## config.mk

```make
export PLATFORM = sky130hd
export DESIGN_NAME = clock_mode_key_menu_sequencer
export DESIGN_NICKNAME = d
export VERILOG_FILES = /design/src/rtl/cmkms_pkg.sv /design/src/rtl/clock_mode_key_menu_sequencer.sv
export SDC_FILE = /design/constraint.sdc
export NUM_CORES = 1
export LEC_CHECK = 0
export BUFFER_PORTS_ARGS = -buffer_cell sky130_fd_sc_hd__buf_2
export CAP_MARGIN = 20
export CELL_PAD_IN_SITES_DETAIL_PLACEMENT = 1
export CELL_PAD_IN_SITES_GLOBAL_PLACEMENT = 1
export CORE_MARGIN = 2
export CORE_UTILIZATION = 45
export DETAILED_ROUTE_END_ITERATION = 16
export PLACE_DENSITY = 0.86
export SYNTH_ARGS = -nofsm -noshare
export SYNTH_HDL_FRONTEND = slang
export SYNTH_SLANG_ARGS = --single-unit
```

## constraint.sdc

```tcl
create_clock -name clock -period 8.2 [get_ports clock]
set_input_delay 0.41 -clock clock [delete_from_list [all_inputs] [get_ports clock]]
set_output_delay 0.41 -clock clock [all_outputs]
set_load 0.02 [all_outputs]
```

## src/rtl/cmkms_pkg.sv

```systemverilog
// Package for the clock mode-key menu sequencer.
// Holds mode, class, action and display codes, the register indexes and the result struct.
// No dependencies.
`timescale 1ns / 1ps
`default_nettype none

package cmkms_pkg;

   localparam int MODE_WIDTH   = 4;
   localparam int CLASS_WIDTH  = 2;
   localparam int ACTION_WIDTH = 3;
   localparam int BLINK_WIDTH  = 2;
   localparam int BRIGHT_WIDTH = 2;
   localparam int NOW_WIDTH    = 32;
   localparam int THR_WIDTH    = 16;
   localparam int CSR_IDX_WIDTH = 1;

   localparam int REQ_TDATA_WIDTH = 48;
   localparam int RSP_TDATA_WIDTH = 16;

   localparam logic [CSR_IDX_WIDTH-1:0] CSR_LONG_PRESS = 1'd0;
   localparam logic [CSR_IDX_WIDTH-1:0] CSR_CLICK      = 1'd1;

   localparam logic [THR_WIDTH-1:0] LONG_PRESS_RESET = 16'd1000;
   localparam logic [THR_WIDTH-1:0] CLICK_RESET      = 16'd50;

   localparam logic [MODE_WIDTH-1:0] MODE_TIME        = 4'd0;
   localparam logic [MODE_WIDTH-1:0] MODE_TEMP        = 4'd1;
   localparam logic [MODE_WIDTH-1:0] MODE_SECONDS     = 4'd2;
   localparam logic [MODE_WIDTH-1:0] MODE_HOUR_ADJ    = 4'd3;
   localparam logic [MODE_WIDTH-1:0] MODE_MINUTE_ADJ  = 4'd4;
   localparam logic [MODE_WIDTH-1:0] MODE_ALARM_EN    = 4'd5;
   localparam logic [MODE_WIDTH-1:0] MODE_ALARM_HOUR  = 4'd6;
   localparam logic [MODE_WIDTH-1:0] MODE_ALARM_MIN   = 4'd7;
   localparam logic [MODE_WIDTH-1:0] MODE_TEMP_SHOW   = 4'd8;
   localparam logic [MODE_WIDTH-1:0] MODE_TEMP_HIDE   = 4'd9;
   localparam logic [MODE_WIDTH-1:0] MODE_BRIGHT      = 4'd10;
   localparam logic [MODE_WIDTH-1:0] MODE_BRIGHT_HI   = 4'd11;
   localparam logic [MODE_WIDTH-1:0] MODE_BRIGHT_LO   = 4'd12;
   localparam logic [MODE_WIDTH-1:0] MODE_RING_EN     = 4'd13;
   localparam logic [MODE_WIDTH-1:0] MODE_RING_START  = 4'd14;
   localparam logic [MODE_WIDTH-1:0] MODE_RING_STOP   = 4'd15;

   localparam logic [CLASS_WIDTH-1:0] CLS_NONE  = 2'd0;
   localparam logic [CLASS_WIDTH-1:0] CLS_CLICK = 2'd1;
   localparam logic [CLASS_WIDTH-1:0] CLS_LONG  = 2'd2;

   localparam logic [ACTION_WIDTH-1:0] ACT_NONE       = 3'd0;
   localparam logic [ACTION_WIDTH-1:0] ACT_STOP_ALARM = 3'd1;
   localparam logic [ACTION_WIDTH-1:0] ACT_ENTER      = 3'd2;
   localparam logic [ACTION_WIDTH-1:0] ACT_ZERO_SEC   = 3'd3;
   localparam logic [ACTION_WIDTH-1:0] ACT_NEXT       = 3'd4;
   localparam logic [ACTION_WIDTH-1:0] ACT_COMMIT     = 3'd5;
   localparam logic [ACTION_WIDTH-1:0] ACT_ABANDON    = 3'd6;

   localparam logic [BLINK_WIDTH-1:0] BL_KEEP = 2'd0;
   localparam logic [BLINK_WIDTH-1:0] BL_ALL  = 2'd1;
   localparam logic [BLINK_WIDTH-1:0] BL_NONE = 2'd2;

   localparam logic [BRIGHT_WIDTH-1:0] BR_NONE   = 2'd0;
   localparam logic [BRIGHT_WIDTH-1:0] BR_WEAK   = 2'd1;
   localparam logic [BRIGHT_WIDTH-1:0] BR_STRONG = 2'd2;

   localparam logic [0:0] OP_PRESS   = 1'b0;
   localparam logic [0:0] OP_RELEASE = 1'b1;

   typedef struct packed {
      logic [BRIGHT_WIDTH-1:0] brightness_set;
      logic [BLINK_WIDTH-1:0]  blink_set;
      logic [ACTION_WIDTH-1:0] action;
      logic [CLASS_WIDTH-1:0]  press_class;
      logic [MODE_WIDTH-1:0]   new_mode;
   } result_type;

   typedef struct packed {
      logic                  hourly_ring_enabled;
      logic                  brightness_saving_off;
      logic                  temp_show_nonzero;
      logic                  alarm_enabled;
      logic                  alarm_ringing;
      logic [MODE_WIDTH-1:0] mode_in;
      logic [NOW_WIDTH-1:0]  now_ticks;
   } item_type;

endpackage

`default_nettype wire

```

## src/rtl/clock_mode_key_menu_sequencer.sv

```systemverilog
// Top level of the clock mode-key menu sequencer: press timing, classification, menu step.
// Depends on cmkms_pkg.
//
//  channel  | dir | beat contents
//  req_     | in  | tuser: op; tdata: now_ticks, mode_in, five status flags
//  rsp_     | out | tdata: new_mode, press_class, action, blink_set, brightness_set
//  csr_     | in  | index, 16-bit threshold
//
// One beat per cycle while rsp_ accepts; a result passes from its request beat through the
// input register, then the result register. The press stamp updates as a press beat leaves
// the input register. Reset clears the valids, the stamp and loads the default thresholds.
// A stalled rsp_ holds off req_tready while the input register is full; csr_ never stalls.
`timescale 1ns / 1ps
`default_nettype none

module clock_mode_key_menu_sequencer
   import cmkms_pkg::*;
#(
   parameter int TICK_WIDTH = 32
) (
   input  wire                               clock,
   input  wire                               reset,
   input  wire                               req_tvalid,
   output logic                              req_tready,
   // [31:0] now_ticks, [35:32] mode_in, [36] alarm_ringing, [37] alarm_enabled,
   // [38] temp_show_nonzero, [39] brightness_saving_off, [40] hourly_ring_enabled
   input  wire  [REQ_TDATA_WIDTH-1:0]        req_tdata,
   // [0] op
   input  wire                               req_tuser,
   output logic                              rsp_tvalid,
   input  wire                               rsp_tready,
   // [3:0] new_mode, [5:4] press_class, [8:6] action, [10:9] blink_set,
   // [12:11] brightness_set
   output logic [RSP_TDATA_WIDTH-1:0]        rsp_tdata,
   input  wire                               csr_valid,
   output logic                              csr_ready,
   input  wire  [CSR_IDX_WIDTH-1:0]          csr_index,
   input  wire  [THR_WIDTH-1:0]              csr_wdata
);

   localparam int ITEM_WIDTH = $bits(item_type);
   localparam int RES_WIDTH  = $bits(result_type);

   logic [THR_WIDTH-1:0]  long_ff, long_in;
   logic [THR_WIDTH-1:0]  click_ff, click_in;
   logic [TICK_WIDTH-1:0] stamp_ff, stamp_in;

   logic                  s1_valid_ff, s1_valid_in;
   item_type              s1_item_ff, s1_item_in;
   logic                  s1_op_ff, s1_op_in;
   logic                  out_valid_ff, out_valid_in;
   result_type            out_res_ff, out_res_in;

   logic                  out_ready;
   logic                  s1_adv;
   logic                  req_acc;
   logic [TICK_WIDTH-1:0] now_w;
   logic [TICK_WIDTH-1:0] held;
   logic [CLASS_WIDTH-1:0] cls;
   result_type            res;
   result_type            clk_res;

   assign csr_ready  = 1'b1;
   assign out_ready  = !out_valid_ff || rsp_tready;
   assign s1_adv     = s1_valid_ff && out_ready;
   assign req_tready = !s1_valid_ff || out_ready;
   assign req_acc    = req_tvalid && req_tready;

   assign rsp_tvalid = out_valid_ff;
   assign rsp_tdata  = {{(RSP_TDATA_WIDTH-RES_WIDTH){1'b0}}, out_res_ff};

   // thresholds
   always_comb begin
      long_in  = long_ff;
      click_in = click_ff;
      if (csr_valid && csr_ready) begin
         case (csr_index)
            CSR_LONG_PRESS: long_in  = csr_wdata;
            CSR_CLICK:      click_in = csr_wdata;
            default: ;
         endcase
      end
   end

   // input register
   always_comb begin
      s1_valid_in = s1_valid_ff;
      s1_item_in  = s1_item_ff;
      s1_op_in    = s1_op_ff;
      if (req_acc) begin
         s1_valid_in = 1'b1;
         s1_item_in  = item_type'(req_tdata[ITEM_WIDTH-1:0]);
         s1_op_in    = req_tuser;
      end else if (s1_adv) begin
         s1_valid_in = 1'b0;
      end
   end

   // classification
   assign now_w = TICK_WIDTH'(s1_item_ff.now_ticks);
   assign held  = now_w - stamp_ff;

   always_comb begin
      if (stamp_ff > now_w) begin
         cls = CLS_CLICK;
      end else if (held > TICK_WIDTH'(long_ff)) begin
         cls = CLS_LONG;
      end else if (held > TICK_WIDTH'(click_ff)) begin
         cls = CLS_CLICK;
      end else begin
         cls = CLS_NONE;
      end
   end

   // menu step on a click
   always_comb begin
      clk_res.press_class    = CLS_CLICK;
      clk_res.action         = ACT_NEXT;
      clk_res.blink_set      = BL_NONE;
      clk_res.brightness_set = BR_NONE;
      clk_res.new_mode       = MODE_TIME;
      case (s1_item_ff.mode_in)
         MODE_TIME, MODE_TEMP: begin
            clk_res.new_mode  = MODE_HOUR_ADJ;
            clk_res.action    = ACT_ENTER;
            clk_res.blink_set = BL_ALL;
         end
         MODE_SECONDS: begin
            clk_res.new_mode  = MODE_SECONDS;
            clk_res.action    = ACT_ZERO_SEC;
            clk_res.blink_set = BL_KEEP;
         end
         MODE_HOUR_ADJ: begin
            clk_res.new_mode  = MODE_MINUTE_ADJ;
            clk_res.blink_set = BL_ALL;
         end
         MODE_MINUTE_ADJ: clk_res.new_mode = MODE_ALARM_EN;
         MODE_ALARM_EN: begin
            clk_res.new_mode  = s1_item_ff.alarm_enabled ? MODE_ALARM_HOUR : MODE_TEMP_SHOW;
            clk_res.blink_set = BL_ALL;
         end
         MODE_ALARM_HOUR: begin
            clk_res.new_mode  = MODE_ALARM_MIN;
            clk_res.blink_set = BL_ALL;
         end
         MODE_ALARM_MIN: clk_res.new_mode = MODE_TEMP_SHOW;
         MODE_TEMP_SHOW: clk_res.new_mode =
            s1_item_ff.temp_show_nonzero ? MODE_TEMP_HIDE : MODE_BRIGHT;
         MODE_TEMP_HIDE: clk_res.new_mode = MODE_BRIGHT;
         MODE_BRIGHT: clk_res.new_mode =
            s1_item_ff.brightness_saving_off ? MODE_BRIGHT_HI : MODE_RING_EN;
         MODE_BRIGHT_HI: begin
            clk_res.new_mode       = MODE_BRIGHT_LO;
            clk_res.brightness_set = BR_WEAK;
         end
         MODE_BRIGHT_LO: begin
            clk_res.new_mode       = MODE_RING_EN;
            clk_res.brightness_set = BR_STRONG;
         end
         MODE_RING_EN: begin
            if (s1_item_ff.hourly_ring_enabled) begin
               clk_res.new_mode = MODE_RING_START;
            end else begin
               clk_res.new_mode = MODE_TIME;
               clk_res.action   = ACT_COMMIT;
            end
         end
         MODE_RING_START: clk_res.new_mode = MODE_RING_STOP;
         default: begin
            clk_res.new_mode  = MODE_TIME;
            clk_res.action    = ACT_COMMIT;
            clk_res.blink_set = BL_KEEP;
         end
      endcase
   end

   always_comb begin
      res.new_mode       = s1_item_ff.mode_in;
      res.press_class    = CLS_NONE;
      res.action         = ACT_NONE;
      res.blink_set      = BL_KEEP;
      res.brightness_set = BR_NONE;
      if (s1_op_ff == OP_RELEASE && cls != CLS_NONE) begin
         res.press_class = cls;
         if (s1_item_ff.alarm_ringing) begin
            res.action = ACT_STOP_ALARM;
         end else if (cls == CLS_LONG) begin
            if (s1_item_ff.mode_in >= MODE_HOUR_ADJ) begin
               res.new_mode = MODE_TIME;
               res.action   = ACT_ABANDON;
            end
         end else begin
            res = clk_res;
         end
      end
   end

   always_comb begin
      stamp_in     = stamp_ff;
      out_valid_in = out_valid_ff;
      out_res_in   = out_res_ff;
      if (s1_adv) begin
         out_valid_in = 1'b1;
         out_res_in   = res;
         if (s1_op_ff == OP_PRESS) begin
            stamp_in = now_w;
         end
      end else if (rsp_tready) begin
         out_valid_in = 1'b0;
      end
   end

   always_ff @(posedge clock) begin
      if (reset) begin
         long_ff      <= LONG_PRESS_RESET;
         click_ff     <= CLICK_RESET;
         stamp_ff     <= '0;
         s1_valid_ff  <= 1'b0;
         out_valid_ff <= 1'b0;
      end else begin
         long_ff      <= long_in;
         click_ff     <= click_in;
         stamp_ff     <= stamp_in;
         s1_valid_ff  <= s1_valid_in;
         out_valid_ff <= out_valid_in;
      end
   end

   always_ff @(posedge clock) begin
      s1_item_ff <= s1_item_in;
      s1_op_ff   <= s1_op_in;
      out_res_ff <= out_res_in;
   end

`ifndef SYNTHESIS
   a_stop_alarm_quiet: assert property (@(posedge clock) disable iff (reset)
      rsp_tvalid && out_res_ff.action == ACT_STOP_ALARM |->
         out_res_ff.blink_set == BL_KEEP && out_res_ff.brightness_set == BR_NONE)
      else $error("stop-alarm result drives display fields");

   a_enter_hour: assert property (@(posedge clock) disable iff (reset)
      rsp_tvalid && out_res_ff.action == ACT_ENTER |->
         out_res_ff.new_mode == MODE_HOUR_ADJ && out_res_ff.press_class == CLS_CLICK)
      else $error("enter-settings result not at set-hour item");

   a_stage_held: assert property (@(posedge clock) disable iff (reset)
      s1_valid_ff && out_valid_ff && !rsp_tready |=> s1_valid_ff && $stable(s1_item_ff))
      else $error("input register lost an item during a stall");

   a_press_stamp: assert property (@(posedge clock) disable iff (reset)
      s1_adv && s1_op_ff == OP_PRESS |=> stamp_ff == $past(now_w))
      else $error("press beat did not record its stamp");
`endif

endmodule

`default_nettype wire
```

# Word-level counts from Yosys, hierarchy flattened
# Cells that the tools add are included.
[word_totals]
register_bits = 121
input_bits = 71
output_inout_bits = 19
elab_cells = 86
[op_classes]
addsub = 1
magnitude_cmp = 4
eq_ne = 15
muxes = 24
bitwise_logic = 3
reduce_logical = 20
[ops]
columns = ["operator", "count"]
rows = [
  ["greater-than comparator 32 x 16 -> 1 bit", 2],
  ["one-hot mux 4 bit (14 select lines)", 1],
  ["greater-than comparator 32 bit", 1],
  ["subtractor 32 bit", 1],
  ["== test 4 bit (second input constant)", 7],
  ["two-way mux 4 bit", 5],
  ["== test 4 x 3 -> 1 bit (second input constant)", 4],
  ["one-hot mux 3 bit (4 select lines)", 1],
  ["OR reduction 11 bit", 1],
  ["two-way mux 3 bit", 3],
  ["OR reduction 9 bit", 1],
  ["== test 4 x 2 -> 1 bit (second input constant)", 2],
  ["two-way mux 2 bit", 4],
  ["one-hot mux 2 bit (2 select lines)", 2],
  ["two-way mux 1 bit", 7],
  ["two-way mux 6 bit", 1],
  ["AND reduction 2 bit", 3],
  ["nonzero test 2 bit", 3],
  ["OR reduction 5 bit", 1],
  ["== test 4 x 1 -> 1 bit (second input constant)", 1],
  [">= comparator 4 x 2 -> 1 bit (second input constant)", 1],
  ["zero test 4 bit", 1],
  ["OR reduction 2 bit", 2],
  ["logical AND 1 bit", 3],
  ["5 further kinds", 9],
]

# Depth between registers and ports, before layout
# Gate-level depths: netlist of the first run.
[depth]
word_depth = 9
mapped_depth = 21
depth_no_buf = 21

# Worst setup path after synthesis of the first run
# OpenSTA, ideal clock, no wires.
[synth_path]
path_type = "register to register"
start = "reg s1_item_ff (netlist bit now_w[0])"
end = "reg out_res_ff (netlist bit rsp_tdata[9]), data pin"
setup_ps = 184
t_arrival_ps = 3987
required_ps = 8016
setup_slack_ps = 4028
path_stages_with_launch = 20
n_path_buf = 0
synth_period_minus_slack_ps = 4172
path_cell_list = "edfxtp_1 inv_1 ha_1 fa_1 nand2b_1 a21oi_1 o21ai_2 o21ai_1 a21oi_1 xnor2_1 ha_1 a21oi_1 nand2_1 a2111oi_0 a21oi_1 a2111o_1 nor4b_4 a31oi_1 nand2b_4 a2111oi_4"
[synth_via]
elab_chain_len = 9
elab_cells_between_ends = 12
classes_between = "1 x add/sub; 3 x order compare; 1 x eq/ne; 3 x mux; 1 x bitwise; 3 x reduce/logical"
[synth_lines]
columns = ["element", "line", "text"]
rows = [
  ["from (decl)", "clock_mode_key_menu_sequencer.sv:49", "item_type s1_item_ff, s1_item_in;"],
  ["from (signal assigned)", "clock_mode_key_menu_sequencer.sv:230", "s1_item_ff <= s1_item_in;"],
  ["subtractor 32 bit", "clock_mode_key_menu_sequencer.sv:101", "assign held = now_w - stamp_ff;"],
  ["greater-than comparator 32 x 16 -> 1 bit", "clock_mode_key_menu_sequencer.sv:108", "end else if (held > TICK_WIDTH'(click_ff)) begin"],
  ["two-way mux 1 bit", "clock_mode_key_menu_sequencer.sv:108", ""],
  ["two-way mux 2 bit", "clock_mode_key_menu_sequencer.sv:106", "end else if (held > TICK_WIDTH'(long_ff)) begin"],
  ["two-way mux 2 bit (*)", "clock_mode_key_menu_sequencer.sv:104", "if (stamp_ff > now_w) begin"],
  ["nonzero test 2 bit", "clock_mode_key_menu_sequencer.sv:183", "if (s1_op_ff == OP_RELEASE && cls != CLS_NONE) begin"],
  ["logical AND 1 bit", "clock_mode_key_menu_sequencer.sv:183", ""],
  ["NOT 1 bit (no line)", "n/a", ""],
  ["OR reduction 3 bit (no line) (*)", "n/a", ""],
  ["to (signal assigned)", "clock_mode_key_menu_sequencer.sv:232", "out_res_ff <= out_res_in;"],
  ["to (decl)", "clock_mode_key_menu_sequencer.sv:52", "result_type out_res_ff, out_res_in;"],
]
# Every way passes the cells marked *; elsewhere a longest branch is shown, timed or not.
# A chain may end at the register's enable or synchronous reset.

# Worst setup path in the final report of the first run
# Same ends and word-level chain as after synthesis.

==> impl_metrics.sql, run 1 <==
INSERT INTO impl_metrics (metric_group, metric, value, unit) VALUES
('placement', 'buffer_ports.inserted', '78', ''),
('worst_setup_path', 'reg2reg_depth', '19', ''),
('cells_and_area', 'final_util', '52.7', '%'),
('worst_setup_path', 'timing.rr.end', 'rsp_tdata[9]', ''),
('grt', 'grt_first_pass_wirelength', '30.5', 'mm'),
('synthesis', 'yosysWarningCount', '0', ''),
('cells_and_area', 'antenna_cells_inserted', '0', ''),
('detailed_routing', 'drc_errors', '0', ''),
('sta', 'achievable-frequency', '192', 'MHz'),
('sta', 'fin_crit', '5.22', 'ns'),
('sta', 'relative_max_transition_margin', '51.2', '%'),
('detailed_routing', 'routedWlPerCell', '16.3', 'um'),
('clocking', 'cts.repair.resized', '0', ''),
('power', 'p_per_area', '206', 'nW/um^2'),
('synthesis', 'synth_area_per_cell', '8.73', 'um^2'),
('clocking', 'cts.repair_timing.setup_buffer_count', '0', ''),
('clocking', 'clock_tree.root_cell', 'sky130_fd_sc_hd__clkbuf_16', ''),
('synthesis', 'yosysTopAreaCell', 'sky130_fd_sc_hd__edfxtp_1', ''),
('worst_setup_path', 'required', '8.43', 'ns'),
('synthesis', 'postSynth.topFlopCell', 'sky130_fd_sc_hd__dfxtp_1', ''),
('run_status', 'status', 'completed', ''),
('sta', 'fin_skew', '0.00838', 'ns'),
('min_path', 'min-delay-start', 'req_tdata[24]', ''),
('sta', 'hold_viol_final', '0', ''),
('min_path', 'hp-class', 'in2reg', ''),
('synthesis', 'mappedNetlistArea', '7340', 'um^2'),
('detailed_routing', 'drt-total-wl', '18.5', 'mm'),
('detailed_routing', 'drt_first_pass_iters', '4', ''),
('min_path', 'min_path_cells', '1', ''),
('floorplanning', 'fp.dieW', '132', 'um'),
('sta', 'tightest_slew', '0.731', 'ns'),
('power', 'leakage', '3.29', 'nW'),
('detailed_routing', 'detailedRoute.firstIterationViolations', '263', ''),
('synthesis', 'yosysMostFrequentCell', 'sky130_fd_sc_hd__nand2_1', ''),
('grt', 'tot_gr_track_use', '21.6', '%'),
('clocking', 'cts_hold_repair.buffers', '0', ''),
('synthesis', 'synth_cells', '841', ''),
('synthesis', 'synth_edf_count', '55', ''),
('grt', 'gr-total-overflow', '0', ''),
('synthesis', 'ys_seq_elements', '121', ''),
('worst_setup_path', 'r2r_slack', '2.98', 'ns'),
('clocking', 'clk_pin_slew', '0.06', 'ns'),
('synthesis', 'leading_post_synthesis_cells_by_cell_area', 'sky130_fd_sc_hd__edfxtp_1, sky130_fd_sc_hd__dfxtp_1, sky130_fd_sc_hd__ha_1', ''),
('floorplanning', 'core', '15900', 'um^2'),
('worst_setup_path', 'setup.worst_path.class', 'reg2reg', ''),
('job', 'timing.max_cap.violations', '0', ''),
('worst_setup_path', 'cp.arrival', '5.45', 'ns'),
('placement', 'placed_cell_area', '7800', 'um^2'),
('sta', 'fin_tns_setup', '0', 'ns'),
('floorplanning', 'dieArea', '17400', 'um^2'),
('synthesis', 'synth_top_cells_by_count', 'sky130_fd_sc_hd__nand2_1, sky130_fd_sc_hd__a21oi_1, sky130_fd_sc_hd__inv_1', ''),
('clocking', 'numCtsBuffers', '17', ''),
('clocking', 'htree_levels', '4', ''),
('sta', 'final-max-slew-violation-count', '0', ''),
('min_path', 'min_delay_worst_endpoint', 'now_w[24]', ''),
('synthesis', 'yosys.area.top_type_share', '22.5', '%'),
('floorplanning', 'io-pin-count', '90', ''),
('placement', 'dp_hpwl', '13.2', 'mm'),
('power', 'irDropWorstVdd', '0.154', 'mV'),
('detailed_routing', 'vias', '6213', ''),
('cells_and_area', 'fin_nets', '1043', ''),
('floorplanning', 'starting_utilization_of_the_core_area', '46.1', '%'),
('grt', 'first_global_vias', '6427', ''),
('clocking', 'clock_path_buffers', '2', ''),
('clocking', 'cts.sink_count', '121', ''),
('grt', 'grt_antenna_before_repair', '0', ''),
('floorplanning', 'cell_row_count', '46', ''),
('clocking', 'clock_tree_from_tritoncts', 'done', ''),
('sta', 'setup_violations', '0', ''),
('placement', 'dp_worst_setup_slack', '3.07', 'ns'),
('cells_and_area', 'final_cell_area', '8400', 'um^2');
cells by family after synthesis:
group                    share of synthesized area (%)
AO/OA/AOI/OAI                                     19.7
buffers and inverters                             7.19
other                                            0.102
adder cells (fa/ha/maj)                           11.2
AND/OR/NAND/NOR                                   18.7
multiplexers                                     0.562
XOR/XNOR                                          2.15
flip-flops                                        40.5
where the power goes:
| group | leakage, nW | switching (mW) | total [mW] | internal (mW) |
|---|---|---|---|---|
| combinational | 1.96 | 0.201 | 0.333 | 0.131 |
| sequential | 1.07 | 0.0193 | 0.683 | 0.664 |
| clock | 0.264 | 0.275 | 0.717 | 0.442 |
| total | 3.29 | 0.496 | 1.73 | 1.24 |
critical path: stages, from the launching register on:
cell	delay (ns)
sky130_fd_sc_hd__edfxtp_1	0.35
sky130_fd_sc_hd__inv_1	0.05
sky130_fd_sc_hd__ha_1	0.20
sky130_fd_sc_hd__fa_1	0.42
sky130_fd_sc_hd__nand2b_1	0.18
sky130_fd_sc_hd__a21oi_1	0.24
sky130_fd_sc_hd__o21ai_2	0.19
sky130_fd_sc_hd__o21ai_1	0.24
sky130_fd_sc_hd__a21oi_1	0.11
sky130_fd_sc_hd__xnor2_1	0.31
sky130_fd_sc_hd__ha_1	0.33
sky130_fd_sc_hd__a21oi_1	0.18
sky130_fd_sc_hd__nand2_1	0.07
sky130_fd_sc_hd__a2111oi_0	0.50
sky130_fd_sc_hd__a21oi_1	0.19
sky130_fd_sc_hd__a2111o_1	0.40
sky130_fd_sc_hd__nor4b_4	0.29
sky130_fd_sc_hd__a31oi_1	0.23
sky130_fd_sc_hd__nand2b_4	0.26
sky130_fd_sc_hd__a2111oi_4	0.28
state kept, by name, indices dropped and copies added (netlist names):
name	flops
stamp_ff	32
long_ff	16
s1_item_ff	9
rsp_tdata	13
s1_op_ff	1
click_ff	16
s1_valid_ff	1
rsp_tvalid	1
now_w	32
placed cells by master, fill, tap and decap left out, types with 5 or more instances in the layout:
| master | synthesis | final |
|---|---|---|
| sky130_fd_sc_hd__o21ai_0 | 19 | 19 |
| sky130_fd_sc_hd__a31oi_1 | 7 | 7 |
| sky130_fd_sc_hd__nor2b_1 | 8 | 7 |
| sky130_fd_sc_hd__a211o_1 | 8 | 8 |
| sky130_fd_sc_hd__a21o_1 | 12 | 12 |
| sky130_fd_sc_hd__inv_1 | 75 | 75 |
| sky130_fd_sc_hd__nand2_1 | 154 | 154 |
| sky130_fd_sc_hd__nand4_1 | 14 | 14 |
| sky130_fd_sc_hd__edfxtp_1 | 55 | 55 |
| sky130_fd_sc_hd__nand2b_1 | 14 | 14 |
| sky130_fd_sc_hd__dfxtp_1 | 66 | 66 |
| sky130_fd_sc_hd__clkbuf_16 | 0 | 17 |
| sky130_fd_sc_hd__ha_1 | 64 | 64 |
| sky130_fd_sc_hd__o21a_1 | 5 | 5 |
| sky130_fd_sc_hd__o211ai_1 | 10 | 10 |
| sky130_fd_sc_hd__nand3_1 | 12 | 12 |
| sky130_fd_sc_hd__buf_2 | 4 | 78 |
| sky130_fd_sc_hd__nor3_1 | 14 | 14 |
| sky130_fd_sc_hd__a21oi_1 | 108 | 108 |
| sky130_fd_sc_hd__nor2_1 | 45 | 45 |
| sky130_fd_sc_hd__xnor2_1 | 13 | 13 |
| sky130_fd_sc_hd__xor2_1 | 5 | 5 |
| sky130_fd_sc_hd__a211oi_1 | 8 | 8 |
worst max path at each step:
| stage | end | startpoint | depth (start not counted) | slack [ns] |
|---|---|---|---|---|
| 3_5_place_dp | rsp_tdata[9] | now_w[0] | 19 | 3.07 |
| 6_report | rsp_tdata[9] | now_w[0] | 19 | 2.98 |
| 5_1_grt | rsp_tdata[9] | now_w[0] | 19 | 2.67 |
| 2_1_floorplan | rsp_tdata[9] | now_w[0] | 19 | 4.03 |
| 4_1_cts | rsp_tdata[9] | now_w[0] | 19 | 3.06 |
| 3_3_place_gp | rsp_tdata[9] | now_w[0] | 19 | 3.21 |
through the flow:
stage | power [mW] | hold WS, ns
after floorplan | 0.932 | 0.436
after global placement | 1.00 | 0.442
after detailed placement | 1.02 | 0.447
after CTS | 1.74 | 0.143
after global routing | 1.81 | 0.149
final | 1.73 | 0.160
area by class of cell:
type                    count  area (um^2)
clock buffers              18          429
clock inverters            14          134
fillers                  1900         7540
inverters                  75          282
multi-input cells         608         3850
flip-flops and latches    121         2970
well taps                 216          270
repair buffers             84          459
per-layer routing:
layer	share of wire, %	GRT usage, %	vias to the layer above
met5	0	0	-
met4	2.0	8.33	0
met3	3.6	4.11	28
met2	49	38.0	107
met1	46	26.2	3009
li1	-	-	3069
Power figures use the tool's default switching activity.
==> inputs of run 2 (changes only) <==
- CORE_UTILIZATION: 45 -> 40
- PLACE_DENSITY: 0.86 -> 0.81
- clock period: 8.2 -> 4.6 ns (I/O delays scaled with it)
==> impl_metrics.sql, run 2 (synthesis gave the netlist of run 1 again) <==
INSERT INTO impl_metrics (metric_group, metric, value, unit) VALUES
('run_status', 'status', 'completed', ''),
('min_path', 'min-delay-start', 'csr_wdata[8]', ''),
('cells_and_area', 'final-seq-area', '2970', 'um^2'),
('cells_and_area', 'most_frequent_standard_cell_in_the_layout_excluding_fill_and_tap_cells', 'sky130_fd_sc_hd__nand2_1', ''),
('cells_and_area', 'antenna_cells_inserted', '0', ''),
('cells_and_area', 'post_route_cells_drive_above_1_share', '21.3', '%'),
('cells_and_area', 'synthToLayoutAreaGrowth', '27.4', '%'),
('worst_setup_path', 'critical_path.slowest_cell', 'sky130_fd_sc_hd__edfxtp_1', ''),
('sta', 'final-max-slew-violation-count', '0', ''),
('floorplanning', 'cell_row_count', '49', ''),
('power', 'leakage', '3.65', 'nW'),
('sta', 'layout_worst_path_cycle_share', '98.7', '%'),
('worst_setup_path', 'worst_setup_path_end_kind', 'register', ''),
('worst_setup_path', 'setup.worst_path.class', 'reg2reg', ''),
('grt', 'gr-total-overflow', '0', ''),
('detailed_routing', 'drt-total-wl', '21.2', 'mm'),
('sta', 'fin_crit', '4.54', 'ns'),
('detailed_routing', 'drt_first_pass_iters', '4', ''),
('sta', 'tightest_slew', '0.922', 'ns'),
('min_path', 'min_delay_worst_endpoint', 'long_ff[8]', ''),
('min_path', 'hp-class', 'in2reg', ''),
('placement', 'place.gp.congestion', '0.893', ''),
('sta', 'finalWorstSetupSlack', '0.0596', 'ns'),
('placement', 'buffer_ports.inserted', '78', ''),
('clocking', 'clock_tree.root_cell', 'sky130_fd_sc_hd__clkbuf_16', ''),
('floorplanning', 'dieArea', '19500', 'um^2'),
('power', 'irDropWorstVdd', '0.283', 'mV'),
('worst_setup_path', 'reg2reg_depth', '18', ''),
('clocking', 'clock_path_buffers', '2', ''),
('sta', 'relative_max_transition_margin', '38.5', '%'),
('placement', 'dp_hpwl', '13.5', 'mm'),
('floorplanning', 'starting_utilization_of_the_core_area', '40.9', '%'),
('detailed_routing', 'routedWlPerCell', '17.4', 'um'),
('clocking', 'clock_latency', '0.44', 'ns'),
('power', 'p_per_area', '350', 'nW/um^2'),
('cells_and_area', 'fin_nets', '1111', ''),
('clocking', 'clock_tree_from_tritoncts', 'done', ''),
('sta', 'achievable-frequency', '220', 'MHz'),
('detailed_routing', 'routedLengthMet1', '9.22', 'mm'),
('detailed_routing', 'met3WireLength', '657', 'um'),
('worst_setup_path', 'timing.rr.end', 'rsp_tdata[9]', ''),
('worst_setup_path', 'cp.arrival', '4.79', 'ns'),
('worst_setup_path', 'crit_top_cell', 'sky130_fd_sc_hd__a21oi_2', ''),
('sta', 'setup_violations', '0', ''),
('worst_setup_path', 'startpoint_type_of_the_worst_setup_path', 'register', ''),
('grt', 'grt_antenna_before_repair', '0', ''),
('clocking', 'numCtsBuffers', '17', ''),
('grt', 'first_global_vias', '6660', ''),
('detailed_routing', 'route.detailed.vias_per_inst', '5.37', ''),
('sta', 'fin_skew', '0.0187', 'ns'),
('clocking', 'htree_levels', '4', ''),
('placement', 'dp_worst_setup_slack', '-0.0658', 'ns'),
('cells_and_area', 'final.fill_count', '2058', ''),
('floorplanning', 'io-pin-count', '90', ''),
('worst_setup_path', 'rr_startpoint', 'now_w[3]', ''),
('sta', 'worst_hold_slack', '0.00852', 'ns'),
('worst_setup_path', 'cpPeakStageDelay', '0.47', 'ns'),
('grt', 'grt_first_pass_wirelength', '32.5', 'mm'),
('detailed_routing', 'route.antenna.remaining_nets', '0', ''),
('clocking', 'cts.sink_count', '121', ''),
('sta', 'grt_setup_unrepaired', 'yes', ''),
('job', 'timing.max_cap.violations', '0', ''),
('worst_setup_path', 'required', '4.85', 'ns'),
('detailed_routing', 'wl_met2', '10.9', 'mm'),
('sta', 'hold_viol_final', '0', ''),
('cells_and_area', 'layout.cells.most_common_list', 'sky130_fd_sc_hd__nand2_1, sky130_fd_sc_hd__a21oi_1, sky130_fd_sc_hd__buf_2', ''),
('worst_setup_path', 'critical_path.max_fanout', '5', ''),
('detailed_routing', 'detailedRoute.firstIterationViolations', '290', ''),
('floorplanning', 'floorplan.die.height', '140', 'um'),
('detailed_routing', 'top_layer', 'met4', ''),
('min_path', 'min_path_cells', '2', ''),
('cells_and_area', 'area_used_by_multi_input_combinational_logic', '4160', 'um^2'),
('grt', 'tot_gr_track_use', '20.6', '%'),
('worst_setup_path', 'r2r_slack', '0.06', 'ns'),
('clocking', 'clk_pin_slew', '0.06', 'ns'),
('floorplanning', 'core', '18000', 'um^2'),
('worst_setup_path', 'critical_path_buf_inv_count', '0', ''),
('worst_setup_path', 'cell_family_contributing_the_most_delay_on_the_critical_path', 'compound AO/OA/AOI/OAI gates', ''),
('worst_setup_path', 'timing.critical_path.cells', 'ha_4 > o211ai_1 > a21oi_4 > o21ai_4 > nand2_2 > a21o_1 > a21oi_2 > xnor2_2 > ha_1 > nand4_1 > or2_4 > nor3_2 > a21oi_2 > a2111o_1 > nor4b_4 > a31oi_1 > nand2b_4 > a2111oi_4', ''),
('grt', 'largest_net_degree_at_the_start_of_global_routing', '67', ''),
('detailed_routing', 'vias', '6541', ''),
('floorplanning', 'fp.dieW', '140', 'um'),
('detailed_routing', 'drc_errors', '0', '');
run 2: cell types whose count changed in the layout (fill, tap and decap cells not counted), sizes merged:
cell,before,now
inv,75,76
clkinvlp,4,5
dlygate4sd3,0,42
clkbuf,18,17
clkinv,8,7
buf,84,110
run 2: how the worst max path moves through the flow:
stage / start / to / cells after the start
2_1_floorplan: now_w[0] / rsp_tdata[9] / 19
3_3_place_gp: now_w[0] / rsp_tdata[1] / 20
3_5_place_dp: now_w[0] / rsp_tdata[1] / 20
4_1_cts: now_w[0] / rsp_tdata[1] / 20
5_1_grt: now_w[0] / rsp_tdata[9] / 19
6_report: now_w[3] / rsp_tdata[9] / 18
run 2: where the power goes:
part / leakage, nW / internal, mW / switching (mW) / total [mW]
Sequential: 1.07 / 1.18 / 0.0375 / 1.22
Combinational: 2.31 / 0.316 / 0.408 / 0.724
Clock: 0.271 / 0.794 / 0.539 / 1.33
Total: 3.65 / 2.29 / 0.984 / 3.28
run 2: timing repair:
item                       4_1_cts  5_1_grt
setup buffers                    1       13
hold buffers                    42        0
setup endpoints to repair        9       13
pin swaps                        2       30
hold endpoints to repair        42        0
resized for setup                3       52
run 2: area by class of cell:
class	count	share of cell area [%]
Clock buffer	17	4.55
Sequential cell	121	31.8
Multi-Input combinational cell	608	44.5
Clock inverter	15	1.63
Timing Repair Buffer	152	11.5
Tap cell	229	3.06
Inverter	75	3.01
run 2: layer usage:
| layer | global-route usage (%) | vias to the layer above |
|---|---|---|
| met3 | 3.58 | 27 |
| met5 | 0 | - |
| met1 | 25.8 | 3181 |
| met4 | 7.23 | 0 |
| met2 | 35.9 | 117 |
| li1 | - | 3216 |
run 2: per-stage QoR:
stage | total power [mW] | utilization [%] | std cells | cell area (um^2) | TNS (ns)
3_3_place_gp | 1.81 | 44.0 | 1127 | 7910 | 0
6_report | 3.28 | 52.1 | 1217 | 9360 | 0
4_1_cts | 3.21 | 49.7 | 1202 | 8920 | 0
2_1_floorplan | 1.66 | - | 843 | 7350 | 0
3_5_place_dp | 1.83 | 44.0 | 1127 | 7910 | -0.129
5_1_grt | 3.42 | 52.1 | 1217 | 9360 | -0.422
==> inputs of run 3 (changes only) <==
- CORE_UTILIZATION: 40 -> 45
- PLACE_DENSITY: 0.81 -> 0.86
- RECOVER_POWER: not set -> 100
- clock period: 4.6 -> 4.5 ns (I/O delays scaled with it)
==> impl_metrics.sql, run 3 (synthesis gave the netlist of run 1 again) <==
INSERT INTO impl_metrics (metric_group, metric, value, unit) VALUES
('sta', 'fin_tns_setup', '-1.70', 'ns'),
('floorplanning', 'dieArea', '17400', 'um^2'),
('detailed_routing', 'route.antenna.remaining_nets', '0', ''),
('sta', 'achievable-frequency', '212', 'MHz'),
('cells_and_area', 'post_route_cells_drive_above_1_share', '20.6', '%'),
('min_path', 'hp-class', 'in2reg', ''),
('placement', 'dp_hpwl', '14.0', 'mm'),
('worst_setup_path', 'cell_family_contributing_the_most_delay_on_the_critical_path', 'compound AO/OA/AOI/OAI gates', ''),
('grt', 'gr-total-overflow', '0', ''),
('placement', 'place.gp.congestion', '0.851', ''),
('cells_and_area', 'final.fill_count', '1839', ''),
('clocking', 'clock_latency', '0.44', 'ns'),
('floorplanning', 'core', '15900', 'um^2'),
('sta', 'hold_viol_final', '0', ''),
('clocking', 'clk_pin_slew', '0.06', 'ns'),
('grt', 'grt_antenna_before_repair', '0', ''),
('sta', 'tightest_slew', '3.34', 'ns'),
('clocking', 'cts.sink_count', '121', ''),
('worst_setup_path', 'cp.arrival', '5.01', 'ns'),
('worst_setup_path', 'critical_path.slowest_cell', 'sky130_fd_sc_hd__edfxtp_1', ''),
('worst_setup_path', 'cpPeakStageDelay', '0.44', 'ns'),
('run_status', 'violations', 'max-capacitance violations, max-slew violations, negative setup slack', ''),
('sta', 'final-max-slew-violation-count', '91', ''),
('job', 'timing.max_cap.violations', '2', ''),
('cells_and_area', 'layout.cells.most_common_list', 'sky130_fd_sc_hd__nand2_1, sky130_fd_sc_hd__a21oi_1, sky130_fd_sc_hd__inv_1', ''),
('detailed_routing', 'routedWlPerCell', '21.4', 'um'),
('grt', 'grt_first_pass_wirelength', '35.9', 'mm'),
('power', 'irDropWorstVdd', '0.296', 'mV'),
('floorplanning', 'starting_utilization_of_the_core_area', '46.1', '%'),
('detailed_routing', 'route.detailed.vias_per_inst', '5.84', ''),
('clocking', 'clock_tree_from_tritoncts', 'done', ''),
('sta', 'fin_skew', '0.00923', 'ns'),
('worst_setup_path', 'rr_startpoint', 'now_w[6]', ''),
('sta', 'relative_max_transition_margin', '-123', '%'),
('min_path', 'min_path_cells', '2', ''),
('worst_setup_path', 'timing.critical_path.cells', 'ha_2 > o211ai_1 > nor2_2 > o21ai_4 > o31ai_4 > nor2_2 > xnor2_2 > ha_4 > nand4_1 > or2_4 > a31oi_4 > a2111oi_4 > a21oi_2 > a2111o_1 > nor4b_4 > nand2_2 > o31ai_4 > buf_6 > a2bb2oi_2', ''),
('cells_and_area', 'antenna_cells_inserted', '0', ''),
('worst_setup_path', 'worst_setup_path_end_kind', 'register', ''),
('worst_setup_path', 'timing.critical_path.depth', '19', ''),
('floorplanning', 'cell_row_count', '46', ''),
('worst_setup_path', 'critical_path_buf_inv_count', '1', ''),
('worst_setup_path', 'setup.worst_path.class', 'reg2reg', ''),
('grt', 'largest_net_degree_at_the_start_of_global_routing', '67', ''),
('power', 'leakage', '3.63', 'nW'),
('cells_and_area', 'final_cell_area', '9430', 'um^2'),
('clocking', 'numCtsBuffers', '17', ''),
('sta', 'grt_setup_unrepaired', 'yes', ''),
('floorplanning', 'floorplan.die.height', '132', 'um'),
('worst_setup_path', 'reg2reg_depth', '19', ''),
('grt', 'first_global_vias', '7115', ''),
('clocking', 'clock_tree.root_cell', 'sky130_fd_sc_hd__clkbuf_16', ''),
('detailed_routing', 'detailedRoute.firstIterationViolations', '470', ''),
('cells_and_area', 'fin_nets', '1122', ''),
('clocking', 'clock_path_buffers', '2', ''),
('power', 'p_per_area', '371', 'nW/um^2'),
('run_status', 'status', 'complete, but fails checks', ''),
('worst_setup_path', 'critical_path.max_fanout', '3', ''),
('sta', 'fin_crit', '4.72', 'ns'),
('cells_and_area', 'synthToLayoutAreaGrowth', '28.4', '%'),
('clocking', 'htree_levels', '4', ''),
('placement', 'dp_worst_setup_slack', '-0.193', 'ns'),
('detailed_routing', 'drt-total-wl', '25.9', 'mm'),
('min_path', 'min-delay-start', 'csr_wdata[8]', ''),
('detailed_routing', 'drt_first_pass_iters', '5', ''),
('worst_setup_path', 'timing.rr.end', 'rsp_tdata[0]', ''),
('cells_and_area', 'most_frequent_standard_cell_in_the_layout_excluding_fill_and_tap_cells', 'sky130_fd_sc_hd__nand2_1', ''),
('sta', 'finalWorstSetupSlack', '-0.216', 'ns'),
('worst_setup_path', 'r2r_slack', '-0.22', 'ns'),
('min_path', 'min_delay_worst_endpoint', 'long_ff[8]', ''),
('detailed_routing', 'drc_errors', '0', ''),
('sta', 'layout_worst_path_cycle_share', '105', '%'),
('placement', 'placed_cell_area', '7940', 'um^2'),
('floorplanning', 'fp.dieW', '132', 'um'),
('floorplanning', 'io-pin-count', '90', ''),
('detailed_routing', 'vias', '7092', ''),
('sta', 'setup_violations', '12', ''),
('worst_setup_path', 'startpoint_type_of_the_worst_setup_path', 'register', ''),
('placement', 'buffer_ports.inserted', '78', ''),
('grt', 'tot_gr_track_use', '25.8', '%'),
('worst_setup_path', 'required', '4.79', 'ns');
## run 3: cell count changes in the layout (fill, tap and decap cells not counted), sizes merged
cell         delta
dlygate4sd3     -1
bufinv          +1
clkinv          -3
buf            -14
clkbuf         +29
inv             -1
## run 3: per-stage QoR
| stage | power [mW] | std cells | hold WS (ns) | utilization (%) |
|---|---|---|---|---|
| floorplan | 1.70 | 843 | 0.324 | - |
| global placement | 1.85 | 1121 | 0.402 | 49.8 |
| detailed placement | 1.89 | 1121 | 0.404 | 49.8 |
| CTS | 3.35 | 1197 | 0.000409 | 57.2 |
| global route | 3.61 | 1215 | 0.0183 | 59.2 |
| finish | 3.50 | 1215 | 0.0183 | 59.2 |
## run 3: layer usage
layer	vias to the layer above	part of all wire (%)	global-route usage, %
met5	-	0	0
met4	0	5.6	10.3
met3	123	5.2	5.15
met2	304	50	46.9
met1	3437	39	29.9
li1	3228	-	-
## run 3: report_power, final
group          internal, mW  total [mW]  switching, mW
combinational         0.348       0.831          0.483
sequential             1.21        1.25         0.0420
clock                 0.880        1.41          0.534
total                  2.44        3.50           1.06
## run 3: worst register-to-register path: cells and delay by family, from the launching register on
| kind | cells | cell delay (ns) |
|---|---|---|
| DFF | 1 | 0.44 |
| xor gates and xnor gates | 1 | 0.35 |
| and+or+nand+nor | 6 | 1.11 |
| AOI/OAI and AO/OA | 9 | 1.82 |
| buffers and inverters | 1 | 0.15 |
| adders and majority gates | 2 | 0.68 |
## run 3: repair_timing
action	CTS	global route
hold buffers	41	0
gates cloned	0	0
gates resized for setup	24	43
pin swaps	13	33
setup endpoints to repair	13	13
setup buffers	3	16
endpoints found under the hold margin	41	0
## run 3: worst max-delay path by stage
stage / startpoint / endpoint / slack [ns]
3_5_place_dp: now_w[0] / rsp_tdata[0] / -0.19
5_1_grt: stamp_ff[9] / rsp_tdata[0] / -0.30
3_3_place_gp: now_w[0] / rsp_tdata[1] / -0.03
4_1_cts: now_w[0] / rsp_tdata[1] / 0.004
2_1_floorplan: now_w[0] / rsp_tdata[9] / 0.33
6_report: now_w[6] / rsp_tdata[0] / -0.22
## run 3: final cells by class
cell class	instances	area, um^2	share of cell area, %
multi-input combinational	608	4210	44.6
sequential	121	2980	31.5
timing repair buffer	163	1100	11.6
clock buffer	20	447	4.73
inverter	75	282	2.98
tap	216	270	2.86
clock inverter	12	150	1.59
